$ cat src/rtl/core/cbc_pkg.sv
package cbc_pkg;

    localparam int BLK_IN_W  = 20;
    localparam int CYL_W     = 20;
    localparam int SEC_W     = 16;
    localparam int WAY_OUT_W = 6;
    localparam int SPC_W     = 16;
    localparam int APB_AW    = 3;
    localparam int APB_DW    = 32;

    // register index taken from paddr above the byte offset
    localparam logic [APB_AW-3:0] REG_SPC = '0;
    localparam logic [SPC_W-1:0]  SPC_RESET = 16'd1;

    typedef enum logic {
        K_ACCESS = 1'b0,
        K_FLUSH  = 1'b1
    } t_kind;

    typedef struct packed {
        t_kind               kind;
        logic [BLK_IN_W-1:0] block;
    } t_cmd;

    typedef struct packed {
        logic             done;
        logic [CYL_W-1:0] cyl;
        logic [SEC_W-1:0] sec;
    } t_div_rsp;

    typedef struct packed {
        logic                 hit;
        logic [WAY_OUT_W-1:0] way_index;
        logic                 writeback_needed;
        logic [CYL_W-1:0]     writeback_cylinder;
        logic [SEC_W-1:0]     writeback_sector;
        logic                 fill_needed;
        logic [CYL_W-1:0]     fill_cylinder;
        logic [SEC_W-1:0]     fill_sector;
        logic                 last;
    } t_result;

endpackage

$ cat src/rtl/core/cbc_front.sv
module cbc_front import cbc_pkg::*; (
    input  logic                i_clk,
    input  logic                i_rst_n,
    input  logic                i_in_valid,
    output logic                o_in_ready,
    input  logic                i_action,
    input  logic [BLK_IN_W-1:0] i_block_number,
    output logic                o_cmd_valid,
    output t_cmd                o_cmd,
    input  logic                i_cmd_pop
);

    // two-entry command queue between intake and the policy engine
    t_cmd       r_q [2];
    logic       r_wr;
    logic       r_rd;
    logic [1:0] r_cnt;
    t_cmd       cmd_in;
    logic       push;
    logic       pop;

    always_comb begin
        cmd_in.kind  = i_action ? K_FLUSH : K_ACCESS;
        cmd_in.block = i_block_number;
    end

    assign o_in_ready  = (r_cnt != 2'd2);
    assign o_cmd_valid = (r_cnt != 2'd0);
    assign o_cmd       = r_q[r_rd];
    assign push        = i_in_valid && o_in_ready;
    assign pop         = i_cmd_pop && o_cmd_valid;

    always_ff @(posedge i_clk) begin
        if (!i_rst_n) begin
            r_wr  <= 1'b0;
            r_rd  <= 1'b0;
            r_cnt <= 2'd0;
        end else begin
            if (push) begin
                r_wr <= ~r_wr;
            end
            if (pop) begin
                r_rd <= ~r_rd;
            end
            r_cnt <= r_cnt + 2'(push) - 2'(pop);
        end
    end

    always_ff @(posedge i_clk) begin
        if (push) begin
            r_q[r_wr] <= cmd_in;
        end
    end

endmodule

$ cat src/rtl/core/cbc_div.sv
module cbc_div import cbc_pkg::*; #(
    parameter int BLOCK_BITS = 20
) (
    input  logic                  i_clk,
    input  logic                  i_rst_n,
    input  logic                  i_start,
    input  logic [BLOCK_BITS-1:0] i_dividend,
    input  logic [SPC_W-1:0]      i_divisor,
    output t_div_rsp              o_rsp
);

    localparam int CNT_W = $clog2(BLOCK_BITS + 1);

    typedef enum logic {
        D_IDLE,
        D_RUN
    } t_state;

    t_state                r_state;
    logic [BLOCK_BITS-1:0] r_q;
    logic [SEC_W-1:0]      r_rem;
    logic [CNT_W-1:0]      r_cnt;
    logic                  r_zero;
    logic                  r_done;
    logic [SEC_W:0]        shifted;
    logic                  ge;
    logic [SEC_W-1:0]      rem_next;

    // restoring division, one quotient bit per cycle
    always_comb begin
        shifted  = {r_rem, r_q[BLOCK_BITS-1]};
        ge       = (shifted >= {1'b0, i_divisor});
        rem_next = ge ? SEC_W'(shifted - {1'b0, i_divisor}) : SEC_W'(shifted);
    end

    always_ff @(posedge i_clk) begin
        if (!i_rst_n) begin
            r_state <= D_IDLE;
            r_done  <= 1'b0;
            r_cnt   <= '0;
            r_zero  <= 1'b0;
        end else begin
            r_done <= 1'b0;
            case (r_state)
                D_IDLE: begin
                    if (i_start) begin
                        if (i_divisor == '0) begin
                            // zero divisor: all-ones cylinder, sector is the low bits
                            r_zero <= 1'b1;
                            r_rem  <= SEC_W'(i_dividend);
                            r_done <= 1'b1;
                        end else begin
                            r_zero  <= 1'b0;
                            r_rem   <= '0;
                            r_q     <= i_dividend;
                            r_cnt   <= CNT_W'(BLOCK_BITS);
                            r_state <= D_RUN;
                        end
                    end
                end
                D_RUN: begin
                    r_rem <= rem_next;
                    r_q   <= {r_q[BLOCK_BITS-2:0], ge};
                    r_cnt <= r_cnt - CNT_W'(1);
                    if (r_cnt == CNT_W'(1)) begin
                        r_done  <= 1'b1;
                        r_state <= D_IDLE;
                    end
                end
                default: begin
                    r_state <= D_IDLE;
                end
            endcase
        end
    end

    always_comb begin
        o_rsp.done = r_done;
        o_rsp.cyl  = r_zero ? '1 : CYL_W'(r_q);
        o_rsp.sec  = r_rem;
    end

endmodule

$ cat src/rtl/core/cbc_back.sv
module cbc_back import cbc_pkg::*; #(
    parameter int NUM_WAYS   = 16,
    parameter int BLOCK_BITS = 20
) (
    input  logic             i_clk,
    input  logic             i_rst_n,
    input  logic             i_cmd_valid,
    input  t_cmd             i_cmd,
    output logic             o_cmd_pop,
    input  logic [SPC_W-1:0] i_spc,
    output logic             o_out_valid,
    input  logic             i_out_ready,
    output t_result          o_res
);

    localparam int WAY_W = $clog2(NUM_WAYS);

    typedef enum logic [1:0] {
        ST_EMPTY = 2'd0,
        ST_CLEAR = 2'd1,
        ST_REF   = 2'd2
    } t_status;

    typedef enum logic [2:0] {
        S_IDLE,
        S_LOOK,
        S_SWEEP,
        S_DIV_WB,
        S_DIV_FILL,
        S_FL_SCAN,
        S_FL_DIV,
        S_EMIT
    } t_state;

    t_state                r_state;
    t_status               r_status [NUM_WAYS];
    logic [BLOCK_BITS-1:0] r_tag_mem [NUM_WAYS];
    logic [BLOCK_BITS-1:0] r_tag_rd;
    logic [WAY_W-1:0]      r_ptr;
    logic [WAY_W-1:0]      n_ptr;
    logic [WAY_W-1:0]      r_hand;
    logic [BLOCK_BITS-1:0] r_blk;
    t_result               r_res;
    logic                  r_more;
    logic                  r_out_valid;
    t_result               r_out;
    logic                  r_div_start;
    logic [BLOCK_BITS-1:0] r_div_dvd;
    t_div_rsp              div_rsp;

    t_status               cur_status;
    logic                  cur_valid;
    logic                  tag_match;
    logic                  ptr_last;
    logic [WAY_W-1:0]      ptr_inc;
    logic                  slot_free;
    logic [NUM_WAYS-1:0]   valid_vec;
    logic                  more_above;
    logic                  tag_we;

    always_comb begin
        cur_status = r_status[r_ptr];
        cur_valid  = (cur_status != ST_EMPTY);
        tag_match  = cur_valid && (r_tag_rd == r_blk);
        ptr_last   = (r_ptr == WAY_W'(NUM_WAYS - 1));
        ptr_inc    = ptr_last ? '0 : r_ptr + WAY_W'(1);
        slot_free  = !r_out_valid || i_out_ready;
        more_above = 1'b0;
        for (int w = 0; w < NUM_WAYS; w++) begin
            valid_vec[w] = (r_status[w] != ST_EMPTY);
            if (valid_vec[w] && (WAY_W'(w) > r_ptr)) begin
                more_above = 1'b1;
            end
        end
    end

    assign o_cmd_pop = (r_state == S_IDLE) && i_cmd_valid;
    assign tag_we    = (r_state == S_DIV_FILL) && div_rsp.done;

    // tag read pointer; r_tag_rd holds tag[r_ptr] but is stale after a write
    always_comb begin
        n_ptr = r_ptr;
        case (r_state)
            S_IDLE: begin
                if (i_cmd_valid) begin
                    n_ptr = '0;
                end
            end
            S_LOOK: begin
                if (!tag_match) begin
                    n_ptr = ptr_last ? r_hand : ptr_inc;
                end
            end
            S_SWEEP: begin
                if (cur_status == ST_REF) begin
                    n_ptr = ptr_inc;
                end
            end
            S_FL_SCAN: begin
                if (!cur_valid && !ptr_last) begin
                    n_ptr = ptr_inc;
                end
            end
            S_EMIT: begin
                if (slot_free && r_more) begin
                    n_ptr = ptr_inc;
                end
            end
            default: begin
                n_ptr = r_ptr;
            end
        endcase
    end

    always_ff @(posedge i_clk) begin
        if (tag_we) begin
            r_tag_mem[r_ptr] <= r_blk;
        end
        r_tag_rd <= r_tag_mem[n_ptr];
    end

    always_ff @(posedge i_clk) begin
        if (!i_rst_n) begin
            r_state     <= S_IDLE;
            r_ptr       <= '0;
            r_hand      <= '0;
            r_more      <= 1'b0;
            r_out_valid <= 1'b0;
            r_div_start <= 1'b0;
            for (int w = 0; w < NUM_WAYS; w++) begin
                r_status[w] <= ST_EMPTY;
            end
        end else begin
            r_ptr       <= n_ptr;
            r_div_start <= 1'b0;
            if (r_state == S_EMIT && slot_free) begin
                r_out_valid <= 1'b1;
                r_out       <= r_res;
            end else if (i_out_ready) begin
                r_out_valid <= 1'b0;
            end
            case (r_state)
                S_IDLE: begin
                    if (i_cmd_valid) begin
                        r_blk <= BLOCK_BITS'(i_cmd.block);
                        if (i_cmd.kind == K_FLUSH) begin
                            if (valid_vec == '0) begin
                                r_res   <= '{last: 1'b1, default: '0};
                                r_more  <= 1'b0;
                                r_state <= S_EMIT;
                            end else begin
                                r_state <= S_FL_SCAN;
                            end
                        end else begin
                            r_state <= S_LOOK;
                        end
                    end
                end
                S_LOOK: begin
                    if (tag_match) begin
                        r_status[r_ptr] <= ST_REF;
                        r_res           <= '{hit: 1'b1, way_index: WAY_OUT_W'(r_ptr),
                                             last: 1'b1, default: '0};
                        r_more          <= 1'b0;
                        r_state         <= S_EMIT;
                    end else if (ptr_last) begin
                        r_state <= S_SWEEP;
                    end
                end
                S_SWEEP: begin
                    if (cur_status == ST_REF) begin
                        r_status[r_ptr] <= ST_CLEAR;
                    end else begin
                        r_res       <= '{way_index: WAY_OUT_W'(r_ptr),
                                         writeback_needed: cur_valid, fill_needed: 1'b1,
                                         last: 1'b1, default: '0};
                        r_more      <= 1'b0;
                        r_div_start <= 1'b1;
                        if (cur_valid) begin
                            r_div_dvd <= r_tag_rd;
                            r_state   <= S_DIV_WB;
                        end else begin
                            r_div_dvd <= r_blk;
                            r_state   <= S_DIV_FILL;
                        end
                    end
                end
                S_DIV_WB: begin
                    if (div_rsp.done) begin
                        r_res       <= '{hit: r_res.hit, way_index: r_res.way_index,
                                         writeback_needed: r_res.writeback_needed,
                                         writeback_cylinder: div_rsp.cyl,
                                         writeback_sector: div_rsp.sec,
                                         fill_needed: r_res.fill_needed,
                                         fill_cylinder: r_res.fill_cylinder,
                                         fill_sector: r_res.fill_sector,
                                         last: r_res.last};
                        r_div_start <= 1'b1;
                        r_div_dvd   <= r_blk;
                        r_state     <= S_DIV_FILL;
                    end
                end
                S_DIV_FILL: begin
                    if (div_rsp.done) begin
                        r_res           <= '{hit: r_res.hit, way_index: r_res.way_index,
                                             writeback_needed: r_res.writeback_needed,
                                             writeback_cylinder: r_res.writeback_cylinder,
                                             writeback_sector: r_res.writeback_sector,
                                             fill_needed: r_res.fill_needed,
                                             fill_cylinder: div_rsp.cyl,
                                             fill_sector: div_rsp.sec,
                                             last: r_res.last};
                        r_status[r_ptr] <= ST_REF;
                        r_hand          <= ptr_inc;
                        r_state         <= S_EMIT;
                    end
                end
                S_FL_SCAN: begin
                    if (cur_valid) begin
                        r_div_start <= 1'b1;
                        r_div_dvd   <= r_tag_rd;
                        r_state     <= S_FL_DIV;
                    end else if (ptr_last) begin
                        r_state <= S_IDLE;
                    end
                end
                S_FL_DIV: begin
                    if (div_rsp.done) begin
                        r_res   <= '{way_index: WAY_OUT_W'(r_ptr), writeback_needed: 1'b1,
                                     writeback_cylinder: div_rsp.cyl,
                                     writeback_sector: div_rsp.sec,
                                     last: !more_above, default: '0};
                        r_more  <= more_above;
                        r_state <= S_EMIT;
                    end
                end
                S_EMIT: begin
                    if (slot_free) begin
                        r_state <= r_more ? S_FL_SCAN : S_IDLE;
                    end
                end
                default: begin
                    r_state <= S_IDLE;
                end
            endcase
        end
    end

    cbc_div #(
        .BLOCK_BITS (BLOCK_BITS)
    ) u_div (
        .i_clk      (i_clk),
        .i_rst_n    (i_rst_n),
        .i_start    (r_div_start),
        .i_dividend (r_div_dvd),
        .i_divisor  (i_spc),
        .o_rsp      (div_rsp)
    );

    assign o_out_valid = r_out_valid;
    assign o_res       = r_out;

endmodule

$ cat src/rtl/core/clock_block_cache_controller_core.sv
// Hit: the ways are compared in order in S_LOOK, one tag compare per cycle over the tag memory port.
// Miss: a lookup over all NUM_WAYS ways, up to NUM_WAYS+1 hand steps, then serial divisions of
// the write-back tag (if the victim is valid) and of the new block; one item in the engine
// at a time, so a new command is taken only once the last result has entered the output register.
// Flush: the ways are scanned in order, and each valid way gets a serial division and a result.
// Reset (synchronous, active low) empties all ways, zeroes the hand, clears the queue and output
// and sets sectors_per_cylinder to 1; the tag memory is not cleared.
module clock_block_cache_controller_core import cbc_pkg::*; #(
    parameter int NUM_WAYS   = 16,
    parameter int BLOCK_BITS = 20
) (
    input  logic                i_clk,
    input  logic                i_rst_n,
    input  logic                i_in_valid,
    output logic                o_in_ready,
    input  logic                i_action,
    input  logic [BLK_IN_W-1:0] i_block_number,
    output logic                o_out_valid,
    input  logic                i_out_ready,
    output logic                o_hit,
    output logic [WAY_OUT_W-1:0] o_way_index,
    output logic                o_writeback_needed,
    output logic [CYL_W-1:0]    o_writeback_cylinder,
    output logic [SEC_W-1:0]    o_writeback_sector,
    output logic                o_fill_needed,
    output logic [CYL_W-1:0]    o_fill_cylinder,
    output logic [SEC_W-1:0]    o_fill_sector,
    output logic                o_last,
    input  logic                psel,
    input  logic                penable,
    input  logic                pwrite,
    input  logic [APB_AW-1:0]   paddr,
    input  logic [APB_DW-1:0]   pwdata,
    output logic [APB_DW-1:0]   prdata,
    output logic                pready
);

    logic [SPC_W-1:0] r_spc_val;
    logic             cmd_valid;
    t_cmd             cmd;
    logic             cmd_pop;
    t_result          res;
    logic             sel_spc;

    assign pready  = 1'b1;
    assign sel_spc = (paddr[APB_AW-1:2] == REG_SPC);

    always_ff @(posedge i_clk) begin
        if (!i_rst_n) begin
            r_spc_val <= SPC_RESET;
        end else if (psel && penable && pwrite && pready && sel_spc) begin
            r_spc_val <= pwdata[SPC_W-1:0];
        end
    end

    assign prdata = sel_spc ? APB_DW'(r_spc_val) : '0;

    cbc_front u_front (
        .i_clk          (i_clk),
        .i_rst_n        (i_rst_n),
        .i_in_valid     (i_in_valid),
        .o_in_ready     (o_in_ready),
        .i_action       (i_action),
        .i_block_number (i_block_number),
        .o_cmd_valid    (cmd_valid),
        .o_cmd          (cmd),
        .i_cmd_pop      (cmd_pop)
    );

    cbc_back #(
        .NUM_WAYS   (NUM_WAYS),
        .BLOCK_BITS (BLOCK_BITS)
    ) u_back (
        .i_clk       (i_clk),
        .i_rst_n     (i_rst_n),
        .i_cmd_valid (cmd_valid),
        .i_cmd       (cmd),
        .o_cmd_pop   (cmd_pop),
        .i_spc       (r_spc_val),
        .o_out_valid (o_out_valid),
        .i_out_ready (i_out_ready),
        .o_res       (res)
    );

    assign o_hit                = res.hit;
    assign o_way_index          = res.way_index;
    assign o_writeback_needed   = res.writeback_needed;
    assign o_writeback_cylinder = res.writeback_cylinder;
    assign o_writeback_sector   = res.writeback_sector;
    assign o_fill_needed        = res.fill_needed;
    assign o_fill_cylinder      = res.fill_cylinder;
    assign o_fill_sector        = res.fill_sector;
    assign o_last               = res.last;

endmodule

$ cat config.mk
export PLATFORM = sky130hd
export DESIGN_NAME = clock_block_cache_controller_core
export DESIGN_NICKNAME = d
export VERILOG_FILES = /design/src/rtl/core/cbc_pkg.sv /design/src/rtl/core/cbc_front.sv /design/src/rtl/core/cbc_div.sv /design/src/rtl/core/cbc_back.sv /design/src/rtl/core/clock_block_cache_controller_core.sv
export SDC_FILE = /design/constraint.sdc
export NUM_CORES = 1
export LEC_CHECK = 0
export BUFFER_PORTS_ARGS = -buffer_cell sky130_fd_sc_hd__buf_4
export CORE_ASPECT_RATIO = 1.2
export CORE_MARGIN = 2
export CORE_UTILIZATION = 50
export CTS_BUF_LIST = sky130_fd_sc_hd__clkbuf_8
export CTS_CLUSTER_SIZE = 40
export DETAILED_ROUTE_END_ITERATION = 6
export MAX_ROUTING_LAYER = met4
export PLACE_DENSITY = 0.71
export SETUP_SLACK_MARGIN = 0.5
export SLEW_MARGIN = 5
export SYNTH_ARGS = -nofsm -noshare
export SYNTH_HDL_FRONTEND = slang
export SYNTH_HIERARCHICAL = 1
export SYNTH_SLANG_ARGS = --single-unit
export TNS_END_PERCENT = 5
$ cat constraint.sdc
create_clock -name i_clk -period 7 [get_ports i_clk]
set_input_delay 0.7 -clock i_clk [delete_from_list [all_inputs] [get_ports i_clk]]
set_output_delay 0.7 -clock i_clk [all_outputs]
set_load 0.1 [all_outputs]
==> flow_metrics.env, run 1 <==
export IMPL_outcome="completed"
export IMPL_clockBufferDepth=3
export IMPL_required_ns=7.58
export IMPL_drive_gt1_share_pct=19.9
export IMPL_first_pass_iters=6
export IMPL_post_place_ws_ns=1.76
export IMPL_fin_skew_ns=0.0261
export IMPL_layout_nets=2341
export IMPL_wl_per_cell_microns=20.5
export IMPL_cts_max_level=3
export IMPL_die_w_microns=223
export IMPL_critical_path_class="flip-flop to flip-flop"
export IMPL_port_buffers=142
export IMPL_synth_area_sq_um=28800
export IMPL_pin_count=180
export IMPL_drt_initial_drc_count=1418
export IMPL_critPathMaxFanout=41
export IMPL_clk_latency_ns=0.72
export IMPL_via_per_inst=5.69
export IMPL_worstMarginPinSlew_ns=1.22
export IMPL_maxSlewViolCount=0
export IMPL_initial_core_util_pct=50.5
export IMPL_slew_headroom_pct=18.9
export IMPL_postSynthCellCount=2077
export IMPL_maxCapViolCount=0
export IMPL_holdCritPathClass="input pin to flip-flop"
export IMPL_power_leakage_nw=11.7
export IMPL_ys_warn_count=6
export IMPL_vdd_ir_drop_worst_uv=197
export IMPL_grt_total_usage_pct=21.7
export IMPL_finalSetupViolCount=0
export IMPL_async_flop_share_pct=0
export IMPL_cts_resized=0
export IMPL_placed_cell_area_sq_um=30600
export IMPL_place_gp_congestion=0.878
export IMPL_antennaDiodeCount=0
export IMPL_die_y_microns=267
export IMPL_dp_hpwl_microns=40100
export IMPL_stdcell_count=3075
export IMPL_synthFlopType="edfxtp_1"
export IMPL_wirelength_microns=63000
export IMPL_synth_edf_count=630
export IMPL_fill_cells=4519
export IMPL_cts_root_buf="clkbuf_8"
export IMPL_yosysSeqAreaShare_pct=69.9
export IMPL_yosysMostFrequentCell="edfxtp_1"
export IMPL_ys_types=93
export IMPL_ant_nets=0
export IMPL_grt_max_degree=87
export IMPL_grt_pass1_vias=17600
export IMPL_synth_area_leader_cell="edfxtp_1"
export IMPL_post_cts_buffers=0
export IMPL_place_inst=2881
export IMPL_fmax_mhz=188
export IMPL_ys_seq_elements=693
export IMPL_path_clk_slew_ns=0.06
export IMPL_power_density_nw_per_um2=322
export IMPL_synth_common_cells="edfxtp_1, nand2_1, nor2_1"
export IMPL_grt_pass1_wl_microns=96900
export IMPL_cts_tree="built"
export IMPL_rsz0062_at_grt="false"
export IMPL_grt_overflow=0
export IMPL_die_area_sq_um=59600
export IMPL_startpoint_type="flip-flop"
export IMPL_min_period_over_period_pct=75.9
export IMPL_clock_sinks=693
export IMPL_layout_min_cycle_time_ns=5.31
export IMPL_hold_viol_final=0
export IMPL_core_area_sq_um=57200
export IMPL_area_growth_pct=13.1
export IMPL_drc_errors=0
export IMPL_syn_area_per_cell_sq_um=13.9
export IMPL_numCtsBuffers=106
export IMPL_fin_ws_ns=1.69
export IMPL_fin_area_sq_um=32600
export IMPL_ys_top_cells_by_area="edfxtp_1, dfxtp_1, nand2_1"
export IMPL_synth_top_area_share_pct=65.6
export IMPL_vias=17500
export IMPL_cts_hold_buf=0
export IMPL_grt_antenna_before_repair=1
export IMPL_cp_arrival_ns=5.90
export IMPL_setup_tns_final_ns=0
export IMPL_end_kind="flip-flop"
export IMPL_row_count=96
[state kept, by name, summed over array words and instances, names as in the netlist, 2 cells and up, named ones only]
signal	cells
u_back/r_tag_mem	320
u_back/r_status	32
u_back/r_hand	4
u_back/u_div/r_q	20
u_back/u_div/r_rem	16
u_back/o_res	80
r_spc_val	16
u_front/r_q	42
u_front/r_cnt	2
u_back/r_div_dvd	20
u_back/r_state	3
u_back/r_ptr	4
u_back/r_res	80
u_back/r_blk	20
u_back/r_tag_rd	20
u_back/u_div/r_cnt	5
[worst max-delay path: stages (launching register included)]
cell,delay [ns]
dfxtp_1,1.06
mux4_2,0.61
a22o_1,0.25
a21oi_2,0.19
and3_2,0.36
a21oi_1,0.15
o41ai_4,0.75
nand2_4,0.39
buf_4,0.41
a211oi_1,0.33
a31oi_1,0.08
a22oi_1,0.42
nand3_1,0.14
[cells in the final DEF, fill, tap and decap left out, drive strengths merged, types with 16 or more instances in the layout]
| cell | n |
|---|---|
| edfxtp | 630 |
| nand2 | 253 |
| buf | 193 |
| nor2 | 145 |
| and3 | 128 |
| clkbuf | 109 |
| mux2 | 97 |
| inv | 78 |
| dfxtp | 63 |
| o21ai | 53 |
| nand3 | 50 |
| a31oi | 48 |
| a211oi | 45 |
| a311o | 42 |
| a21oi | 42 |
| clkinv | 36 |
| mux2i | 33 |
| xor2 | 29 |
| nor2b | 24 |
| ha | 23 |
| or2 | 22 |
| a22oi | 21 |
| conb | 19 |
| nor4 | 16 |
[final timing paths]
path | from | to | slack [ns] | depth (start not counted)
worst min-delay path | i_block_number[14] | u_front/r_q[1][14]$_DFFE_PP_ | 0.17 | 1
worst max-delay path | u_back/r_ptr[0]$_SDFF_PN0_ | u_back/r_tag_rd[19]$_DFF_P_ | 1.69 | 12
worst max register to register | u_back/r_ptr[0]$_SDFF_PN0_ | u_back/r_tag_rd[19]$_DFF_P_ | 1.69 | 12
worst min register to register | u_back/r_res[44]$_SDFFCE_PN0P_ | u_back/o_res[44]$_DFFE_PP_ | 0.42 | 0
[cell type report]
class                           instances  area [sq um]  area share (%)
Sequential cell                       693         20200            61.9
Multi-Input combinational cell       1227          7920            24.3
Clock buffer                          109          1500            4.60
Timing Repair Buffer                  193          1470            4.52
Tap cell                              735           920            2.82
Clock inverter                         85           507            1.55
Inverter                               33           124           0.380
[kinds of logic after synthesis]
family,after synthesis,share of synthesized area (%)
multiplexers,133,5.18
XOR/XNOR,34,1.03
other,3,0.0390
adder cells (fa/ha/maj),24,1.07
AO/OA/AOI/OAI,318,7.95
flip-flops,693,69.9
buffers and inverters,173,2.99
AND/OR/NAND/NOR,699,11.8
[power breakdown]
group	internal (W)	switching, W	leakage (nW)
clock network	0.00161	0.00154	1.19
registers	0.00502	0.000253	6.28
logic	0.000763	0.00133	4.19
[metrics by stage]
step / hold WS [ns] / util [%] / power (W)
6_report: 0.168 / 57.1 / 0.0105
5_1_grt: 0.129 / 57.1 / 0.0110
4_1_cts: 0.104 / 57.1 / 0.0106
3_5_place_dp: 0.405 / 53.6 / 0.00743
3_3_place_gp: 0.402 / 53.6 / 0.00737
2_1_floorplan: 0.400 / - / 0.00684
[layer usage]
metal | global-route usage (%) | up-vias | part of all wire [%]
met3 | 3.48 | 129 | 5.6
met5 | - | - | 0
met4 | 9.98 | 0 | 3.6
met1 | 25.1 | 8599 | 39
li1 | - | 8151 | -
met2 | 37.5 | 606 | 52
Power figures use the tool's default switching activity.
==> run 2: changes to the inputs <==
- clock period: 7 -> 5.3 ns (I/O delays scaled with it)
==> run 2 against run 1 <==
Fmax up 15%. Worst hold slack got worse by 0.069 ns. Core utilization is 0.32 points higher. Critical path type unchanged. Largest power group unchanged.
==> flow_metrics.env, run 2 (same netlist as run 1, synthesis figures left out) <==
export IMPL_dp_hpwl_microns=41200
export IMPL_cp_slowest_stage_delay_ns=0.75
export IMPL_crit_buf_inv=1
export IMPL_via_per_inst=5.70
export IMPL_grt_max_degree=97
export IMPL_fin_skew_ns=0.0207
export IMPL_post_cts_buffers=0
export IMPL_holdCritPathClass="input pin to flip-flop"
export IMPL_clockBufferDepth=3
export IMPL_grt_total_usage_pct=22.0
export IMPL_worstMarginPinSlew_ns=1.12
export IMPL_power_density_nw_per_um2=420
export IMPL_grt_overflow=0
export IMPL_critPathMaxFanout=35
export IMPL_fin_area_sq_um=32800
export IMPL_outcome="completed"
export IMPL_core_area_sq_um=57200
export IMPL_grt_antenna_before_repair=1
export IMPL_largest_reg_flops=320
export IMPL_wirelength_microns=65100
export IMPL_place_gp_congestion=0.873
export IMPL_pin_count=180
export IMPL_multiInputGateArea_sq_um=7930
export IMPL_grt_pass1_wl_microns=98100
export IMPL_finalSetupViolCount=0
export IMPL_setup_tns_final_ns=0
export IMPL_layout_nets=2374
export IMPL_placed_cell_area_sq_um=30700
export IMPL_initial_core_util_pct=50.5
export IMPL_fmax_mhz=217
export IMPL_numCtsBuffers=104
export IMPL_cts_tree="built"
export IMPL_crit_family="compound AO/OA/AOI/OAI gates"
export IMPL_required_ns=5.86
export IMPL_startpoint_type="flip-flop"
export IMPL_end_kind="flip-flop"
export IMPL_maxCapViolCount=0
export IMPL_antennaDiodeCount=0
export IMPL_whs_ns=0.0987
export IMPL_die_w_microns=223
export IMPL_cp_arrival_ns=5.18
export IMPL_cts_max_level=3
export IMPL_drive_gt1_share_pct=19.7
export IMPL_die_y_microns=267
export IMPL_drc_errors=0
export IMPL_seqCellArea_sq_um=20200
export IMPL_fill_cells=4536
export IMPL_rsz0062_at_grt="false"
export IMPL_ant_nets=0
export IMPL_vdd_ir_drop_worst_uv=268
export IMPL_vias=17700
export IMPL_slew_headroom_pct=25.5
export IMPL_final_common_cell="edfxtp_1"
export IMPL_first_pass_iters=5
export IMPL_grt_pass1_vias=17900
export IMPL_largest_register="u_back/r_tag_mem"
export IMPL_critical_path_class="flip-flop to flip-flop"
export IMPL_wl_per_cell_microns=21.0
export IMPL_drt_initial_drc_count=1444
export IMPL_row_count=96
export IMPL_cts_root_buf="clkbuf_8"
export IMPL_path_cells="mux4_2 > a22o_1 > a21oi_2 > and3_2 > a21oi_1 > nor4_2 > o221a_4 > buf_4 > a31oi_1 > a22oi_1 > nand3_1"
export IMPL_fin_util_pct=57.4
export IMPL_total_power_w=0.0138
export IMPL_layout_min_cycle_time_ns=4.62
export IMPL_clock_sinks=693
export IMPL_slowest_stage="dfxtp_1"
export IMPL_hold_viol_final=0
export IMPL_port_buffers=142
export IMPL_path_clk_slew_ns=0.07
export IMPL_die_area_sq_um=59600
export IMPL_layout_common_cells="edfxtp_1, nand2_1, buf_4"
export IMPL_min_period_over_period_pct=87.1
export IMPL_clk_latency_ns=0.69
export IMPL_area_growth_pct=13.7
export IMPL_power_leakage_nw=11.7
export IMPL_maxSlewViolCount=0
-- run 2: cell count changes in the layout (fill, tap and decap cells not counted), sizes merged, moves of 4 or more --
cell         change
clkbuf           -4
dlygate4sd3     +21
clkinvlp         +4
buf             +13
clkinv           +4
inv              -8
-- run 2: where the power goes --
part	switching [W]	internal [W]	total [W]
Sequential	0.000330	0.00663	0.00696
Combinational	0.00185	0.00106	0.00291
Clock	0.00196	0.00194	0.00390
Total	0.00414	0.00963	0.0138
-- run 2: per-stage QoR --
stage               worst slack (ns)  std cells
floorplan                      0.434       2093
global placement               0.827       2894
detailed placement             0.806       2894
CTS                            0.789       3103
global route                   0.540       3104
finish                         0.685       3104
-- run 2: final timing paths --
path	end	from	slack, ns	cells after the start
max	u_back/r_tag_rd[7]$_DFF_P_	u_back/r_ptr[1]$_SDFF_PN0_	0.68	11
min	r_spc_val[11]$_SDFFE_PN0P_	pwdata[11]	0.1	3
max reg2reg	u_back/r_tag_rd[7]$_DFF_P_	u_back/r_ptr[1]$_SDFF_PN0_	0.68	11
min reg2reg	u_back/o_res[11]$_DFFE_PP_	u_back/r_res[11]$_SDFFCE_PN0P_	0.41	0
-- run 2: cell type report --
cell class	count	area share, %
flip-flops and latches	693	61.5
inverters	33	0.378
multi-input cells	1228	24.2
repair buffers	227	5.47
clock buffers	105	4.40
clock inverters	83	1.26
well taps	735	2.80
-- run 2: metal layers --
| layer | GRT usage [%] | share of wire (%) | up-vias |
|---|---|---|---|
| met5 | - | 0 | - |
| met4 | 9.03 | 3.1 | 0 |
| met3 | 3.82 | 6.8 | 134 |
| met2 | 38.2 | 51 | 648 |
| met1 | 25.5 | 39 | 8681 |
| li1 | - | - | 8225 |
-- run 2: repair_timing --
item	in CTS	in global routing
resized for setup	0	1
hold buffers	21	0
endpoints found under the hold margin	42	0
setup endpoints to repair	0	1
-- run 2: worst reg2reg max path: cells and delay by family (launching register included) --
family | cells | cell delay (ns)
compound gates | 6 | 1.74
buf+inv | 1 | 0.37
flops | 1 | 0.75
mux | 1 | 0.44
simple gates | 3 | 1.23
